### src/hw/rtl/gac_pkg.sv
// Shared types and constants for the global alignment cost block.
package gac_pkg;

    localparam int BASE_W   = 2;
    localparam int GAP_W    = 4;
    localparam int SUB_W    = 64;
    localparam int DIST_W   = 13;
    localparam int DIST_MAX = 8191;
    localparam int CFG_IDX_W = 1;

    localparam logic [CFG_IDX_W-1:0] CFG_GAP_COST = 1'b0;
    localparam logic [CFG_IDX_W-1:0] CFG_SUB_TABLE = 1'b1;

    localparam logic [GAP_W-1:0] GAP_RESET = 4'd2;
    localparam logic [SUB_W-1:0] SUB_RESET = 64'h0444_4044_4404_4440;

    typedef enum logic [2:0] {
        ST_IDLE,
        ST_INIT,
        ST_ROW,
        ST_CELL,
        ST_FIN_RD,
        ST_FIN
    } t_state;

    typedef struct packed {
        logic accept;
        logic init_step;
        logic row_start;
        logic cell_step;
        logic row_next;
        logic fin_read;
        logic fin_load;
    } t_cmd;

    typedef struct packed {
        logic ovf_next;
        logic len1_zero;
        logic len2_zero;
        logic col_last;
        logic row_last;
        logic out_free;
    } t_stat;

endpackage

### src/hw/rtl/gac_ctrl.sv
// Controller: sequences base loading, row initialization, cell sweep and result load.
module gac_ctrl (
    input  logic           i_clk,
    input  logic           i_rst_n,
    input  logic           i_in_valid,
    input  logic           i_last,
    input  gac_pkg::t_stat i_stat,
    output gac_pkg::t_cmd  o_cmd,
    output logic           o_in_stall
);
    import gac_pkg::*;

    t_state r_state, n_state;

    always_ff @(posedge i_clk) begin
        if (!i_rst_n) begin
            r_state <= ST_IDLE;
        end else begin
            r_state <= n_state;
        end
    end

    always_comb begin
        n_state    = r_state;
        o_cmd      = '0;
        o_in_stall = 1'b1;
        unique case (r_state)
            ST_IDLE: begin
                o_in_stall = 1'b0;
                o_cmd.accept = i_in_valid;
                if (i_in_valid && i_last) begin
                    n_state = i_stat.ovf_next ? ST_FIN : ST_INIT;
                end
            end
            ST_INIT: begin
                o_cmd.init_step = 1'b1;
                if (i_stat.col_last) begin
                    n_state = i_stat.len1_zero ? ST_FIN_RD : ST_ROW;
                end
            end
            ST_ROW: begin
                o_cmd.row_start = 1'b1;
                if (i_stat.len2_zero) begin
                    o_cmd.row_next = 1'b1;
                    n_state = i_stat.row_last ? ST_FIN_RD : ST_ROW;
                end else begin
                    n_state = ST_CELL;
                end
            end
            ST_CELL: begin
                o_cmd.cell_step = 1'b1;
                if (i_stat.col_last) begin
                    o_cmd.row_next = 1'b1;
                    n_state = i_stat.row_last ? ST_FIN_RD : ST_ROW;
                end
            end
            ST_FIN_RD: begin
                o_cmd.fin_read = 1'b1;
                n_state = ST_FIN;
            end
            ST_FIN: begin
                if (i_stat.out_free) begin
                    o_cmd.fin_load = 1'b1;
                    n_state = ST_IDLE;
                end
            end
            default: begin
                n_state = ST_IDLE;
            end
        endcase
    end

endmodule

### config.mk
export PLATFORM = sky130hd
export DESIGN_NAME = gac_ctrl
export DESIGN_NICKNAME = d
export VERILOG_FILES = /design/src/hw/rtl/gac_pkg.sv /design/src/hw/rtl/gac_ctrl.sv
export SDC_FILE = /design/constraint.sdc
export NUM_CORES = 1
export LEC_CHECK = 0
export ABC_AREA = 1
export BUFFER_PORTS_ARGS = -buffer_cell sky130_fd_sc_hd__buf_4
export CAP_MARGIN = 20
export CORE_AREA = 2 2 39 41
export DETAILED_ROUTE_END_ITERATION = 7
export DIE_AREA = 0 0 41 43
export PLACE_DENSITY = 0.58
export SLEW_MARGIN = 0
export SYNTH_ARGS = -nofsm -noshare
export SYNTH_HDL_FRONTEND = slang
export SYNTH_SLANG_ARGS = --single-unit
### constraint.sdc
create_clock -name i_clk -period 1.3 [get_ports i_clk]
set_clock_uncertainty 0.2 [all_clocks]
set_input_delay 0.26 -clock i_clk [delete_from_list [all_inputs] [get_ports i_clk]]
set_output_delay 0.26 -clock i_clk [all_outputs]
set_load 0.01 [all_outputs]
# [After elaboration in Yosys (flattened, before gate mapping)]
# Cells that the tools add are included.
[classes] n_mux=20 n_eq_ne=9 reduce_logical=3
[op_table] operator="3-bit 2-to-1 mux" count=8
[op_table] operator="3-bit case mux with 6 select lines" count=1
[op_table] operator="1-bit 2-to-1 mux" count=10
[op_table] operator="2-bit != test (second input constant)" count=4
[op_table] operator="3-bit by 2-bit == test with 1-bit output (second input constant)" count=2
[op_table] operator="3-bit == test (second input constant)" count=2
[op_table] operator="4-bit AND reduction" count=1
[op_table] operator="3-bit by 1-bit == test with 1-bit output (second input constant)" count=1
[op_table] operator="3-bit logical NOT" count=1
[op_table] operator="1-bit case mux with 2 select lines" count=1
[op_table] operator="1-bit logical AND" count=1
[word_totals] register_bits=3 output_inout_bits=8 input_bits=10 elab_cells=33

# [Logic depth before layout (Yosys ltp)]
[depth] depth_word=3 ltp_mapped=7 depth_no_buf=7

# [Worst setup path before layout]
# OpenSTA, ideal clock, no wires.
[synth_timing] kind="register to output" from="register r_state[0]" to="output o_cmd[0] in the netlist's numbering" required_ns=0.840 n_path_buf=0 t_arrival_ns=0.951 stages_incl_launch_ff=3 setup_slack_ns=-0.111 path_cell_list="dfxtp_1 inv_1 nor4_1"
[synth_lines] element="start, declared" line="gac_ctrl.sv:13" text="t_state r_state, n_state;"
[synth_lines] element="start signal, assigned" line="gac_ctrl.sv:19" text="r_state <= n_state;"
[synth_lines] element="end, declared" line="gac_ctrl.sv:8" text="output gac_pkg::t_cmd o_cmd,"

==> flow_metrics.py <==
metrics = {
    "floorplan": {
        "die_area_um2": 1760,
        "die_y_um": 43,
        "initial_core_util_pct": 21.0,
        "pin_count": 18,
        "rows": 14,
        "fp.dieW_um": 41,
        "core_um2": 1380,
    },
    "place": {
        "place_ws_ns": -0.0787,
        "port-buffer-count": 17,
        "post-dp-hpwl_um": 765,
        "gp_congestion": 0.822,
    },
    "drt": {
        "routedWlPerCell_um": 11.4,
        "drc": 0,
        "first_pass_iters": 4,
        "wl_um": 1200,
        "vias": 459,
        "avgViaCountPerCell": 4.37,
        "initialDrtViolationCount": 1,
        "antenna_left": 0,
    },
    "status": {
        "violations": "setup timing",
        "outcome": "finished, violations left",
    },
    "sta": {
        "worstMarginPinSlew_ns": 0.208,
        "finalHoldViolations": 0,
        "relSlewSlack_pct": 86.0,
        "fin_ws_ns": -0.230,
        "rsz0062_at_grt": "true",
        "fmax_mhz": 654,
        "final-max-slew-violation-count": 0,
        "fin_crit_sh_pct": 118,
        "setup_violations": 11,
        "min_period_ns": 1.53,
    },
    "critical_path": {
        "critPathMaxStageDelay_ns": 0.40,
        "worst-r2r-setup-slack_ns": -0.10,
        "path_class": "register to primary output",
        "cp_data_arrival_time_ns": 1.07,
        "crit_path_max_fanout": 6,
        "r2r_end": "r_state[0]",
        "slowest_stage": "dfxtp_4",
        "crit_chain": "buf_6 -> nand3_4 -> o21ai_2 -> buf_4",
        "cp_num_cells": 4,
        "critical_path_required_ns": 0.84,
        "startpoint_type": "register",
        "crit_path_end_kind": "primary output",
        "rr_worst_depth": 7,
        "path_buf_inv": 2,
        "cp_top_family": "flip-flops",
        "regToRegStartpoint": "r_state[1]",
    },
    "yosys": {
        "syn_nets": 62,
        "yosys.area.top_type_share_pct": 20.7,
        "yosys_warnings": 0,
        "yosys-top-cells-count": "nand2_1 (12), inv_1 (10), nor2_1 (5)",
        "synth.largest_area_cell": "dfxtp_1",
        "synth_area_per_cell_um2": 5.58,
        "yosysMostFrequentCell": "nand2_1",
        "ys_seq_elements": 3,
        "synth.cell_area_um2": 290,
        "seq_area_frac_synth_pct": 20.7,
        "synthTopCellsByArea": "dfxtp_1 (21%), nand2_1 (16%), inv_1 (13%)",
        "synthCells": 52,
        "async_flop_share_pct": 0,
        "ys_types": 17,
        "synthFlopType": "dfxtp_1",
        "synth_edf_count": 0,
    },
    "clock_tree": {
        "insertion_delay_ns": 0.23,
        "clock_tree.root_cell": "clkbuf_4",
        "cts_buffers": 3,
        "path_clk_slew_ns": 0.03,
        "htree_levels": 1,
        "clock_sinks": 3,
        "cts_tree": "done",
        "cts_buffer_depth": 2,
    },
    "grt": {
        "grt_max_degree": 8,
        "grt_pass1_wl_um": 1710,
        "grt.total_usage_pct": 14.3,
        "grt-ovfl-total": 0,
        "grt_pass1_vias": 439,
        "antenna_found_initial": 0,
    },
    "layout": {
        "syn2layout_area_growth_pct": 153,
        "top_regs": "r_state (3)",
        "largest_reg_flops": 3,
        "regMostFlops": "r_state",
        "drive_gt1_share_pct": 68.5,
        "utilization_pct": 53.2,
        "n_antenna_cell": 0,
        "fill_cells": 143,
        "finalNetCount": 100,
    },
    "hold_path": {
        "hold_end": "r_state[2]",
        "whs_path_depth": 3,
        "hp-class": "input port to register",
        "min_from": "i_rst_n",
    },
    "power_and_ir_drop": {
        "ir_drop_mv": 0.820,
        "p_switching_uw": 561,
        "comb_power_share_pct": 71.9,
        "leakage_nw": 0.379,
        "p_per_area_nw_per_um2": 1810,
        "clockPowerShare_pct": 11.9,
        "p_int_uw": 772,
        "power.total_mw": 1.33,
        "sw_frac_of_total_pct": 42.1,
        "seq_power_share_pct": 16.2,
    },
    "run": {
        "drv_cap": 0,
    },
}
-- layout by cell type, fill, tap and decap left out, types with 2 or more instances in the layout --
master	synthesis	final
clkbuf_4	0	3
inv_1	10	8
nor2_4	0	3
inv_2	3	2
a21oi_1	3	2
nand2_4	0	2
o21ai_2	0	2
nand2_2	1	3
buf_6	0	11
nand3_4	0	2
nand3_1	3	2
nor2_1	5	3
buf_4	0	22
dfxtp_4	0	3
a21oi_2	1	2
nand2_1	12	8
o21ai_1	3	2
inv_4	0	2
-- logic make-up (layout without fill, tap and decap cells) --
| kind of cell | after synthesis | after routing | synth area share [%] |
|---|---|---|---|
| flip-flops | 3 | 3 | 20.7 |
| AND/OR/NAND/NOR | 28 | 28 | 47.4 |
| buffers and inverters | 13 | 50 | 16.8 |
| AO/OA/AOI/OAI | 8 | 8 | 15.1 |
-- through the flow --
stage	TNS (ns)	cell area (um2)	std cells	hold WS (ns)
after floorplan	0	303	52	0.204
after global placement	-0.0865	510	93	0.331
after detailed placement	-0.239	510	93	0.334
after CTS	-1.93	647	102	0.0899
after global routing	-2.35	736	105	0.117
final	-1.79	736	105	0.104
-- worst max path at each step --
stage / startpoint / endpoint / slack (ns)
2_1_floorplan: r_state[2] / o_cmd[2] / 0.04
3_3_place_gp: r_state[1] / o_cmd[6] / -0.02
3_5_place_dp: r_state[0] / o_cmd[0] / -0.08
4_1_cts: r_state[0] / o_cmd[2] / -0.24
5_1_grt: r_state[1] / o_cmd[0] / -0.28
6_report: r_state[0] / o_cmd[2] / -0.23
-- power groups by stage --
stage          registers [mW]  clock network [mW]  logic [mW]
3_3_place_gp            0.171                   0       0.580
2_1_floorplan           0.171                   0       0.297
6_report                0.216               0.158       0.959
5_1_grt                 0.221               0.177        1.02
4_1_cts                 0.204               0.170       0.795
3_5_place_dp            0.174                   0       0.584
-- what timing repair did --
item | in CTS | in global routing
hold buffers | 0 | 0
endpoints found under the setup margin | 11 | 11
pin swaps | 9 | 15
hold endpoints to repair | 0 | 0
buffers inserted | 5 | 4
resized for setup | 21 | 19
-- metal layers --
| metal | GRT usage [%] | up-vias | wire (um) |
|---|---|---|---|
| li1 | - | 238 | - |
| met1 | 16.3 | 211 | 435 |
| met2 | 24.1 | 8 | 709 |
| met3 | 3.14 | 2 | 34 |
| met4 | 6.00 | 0 | 18 |
| met5 | 0 | - | 0 |
-- cell type report --
cell class | instances | area (um2) | area share, %
Sequential cell | 3 | 71.3 | 9.69
Inverter | 13 | 61.3 | 8.33
Tap cell | 16 | 20.0 | 2.72
Multi-Input combinational cell | 36 | 268 | 36.4
Clock buffer | 4 | 26.3 | 3.57
Timing Repair Buffer | 33 | 289 | 39.3
-- worst register-to-register path, stage by stage (launching register included) --
cell and delay (ns):
dfxtp_4 0.38, nor2_4 0.17, nand2_4 0.08, buf_6 0.12
a21oi_2 0.11, nor2_2 0.07, o21ai_1 0.07, a21oi_1 0.08
Power figures use the tool's default switching activity.
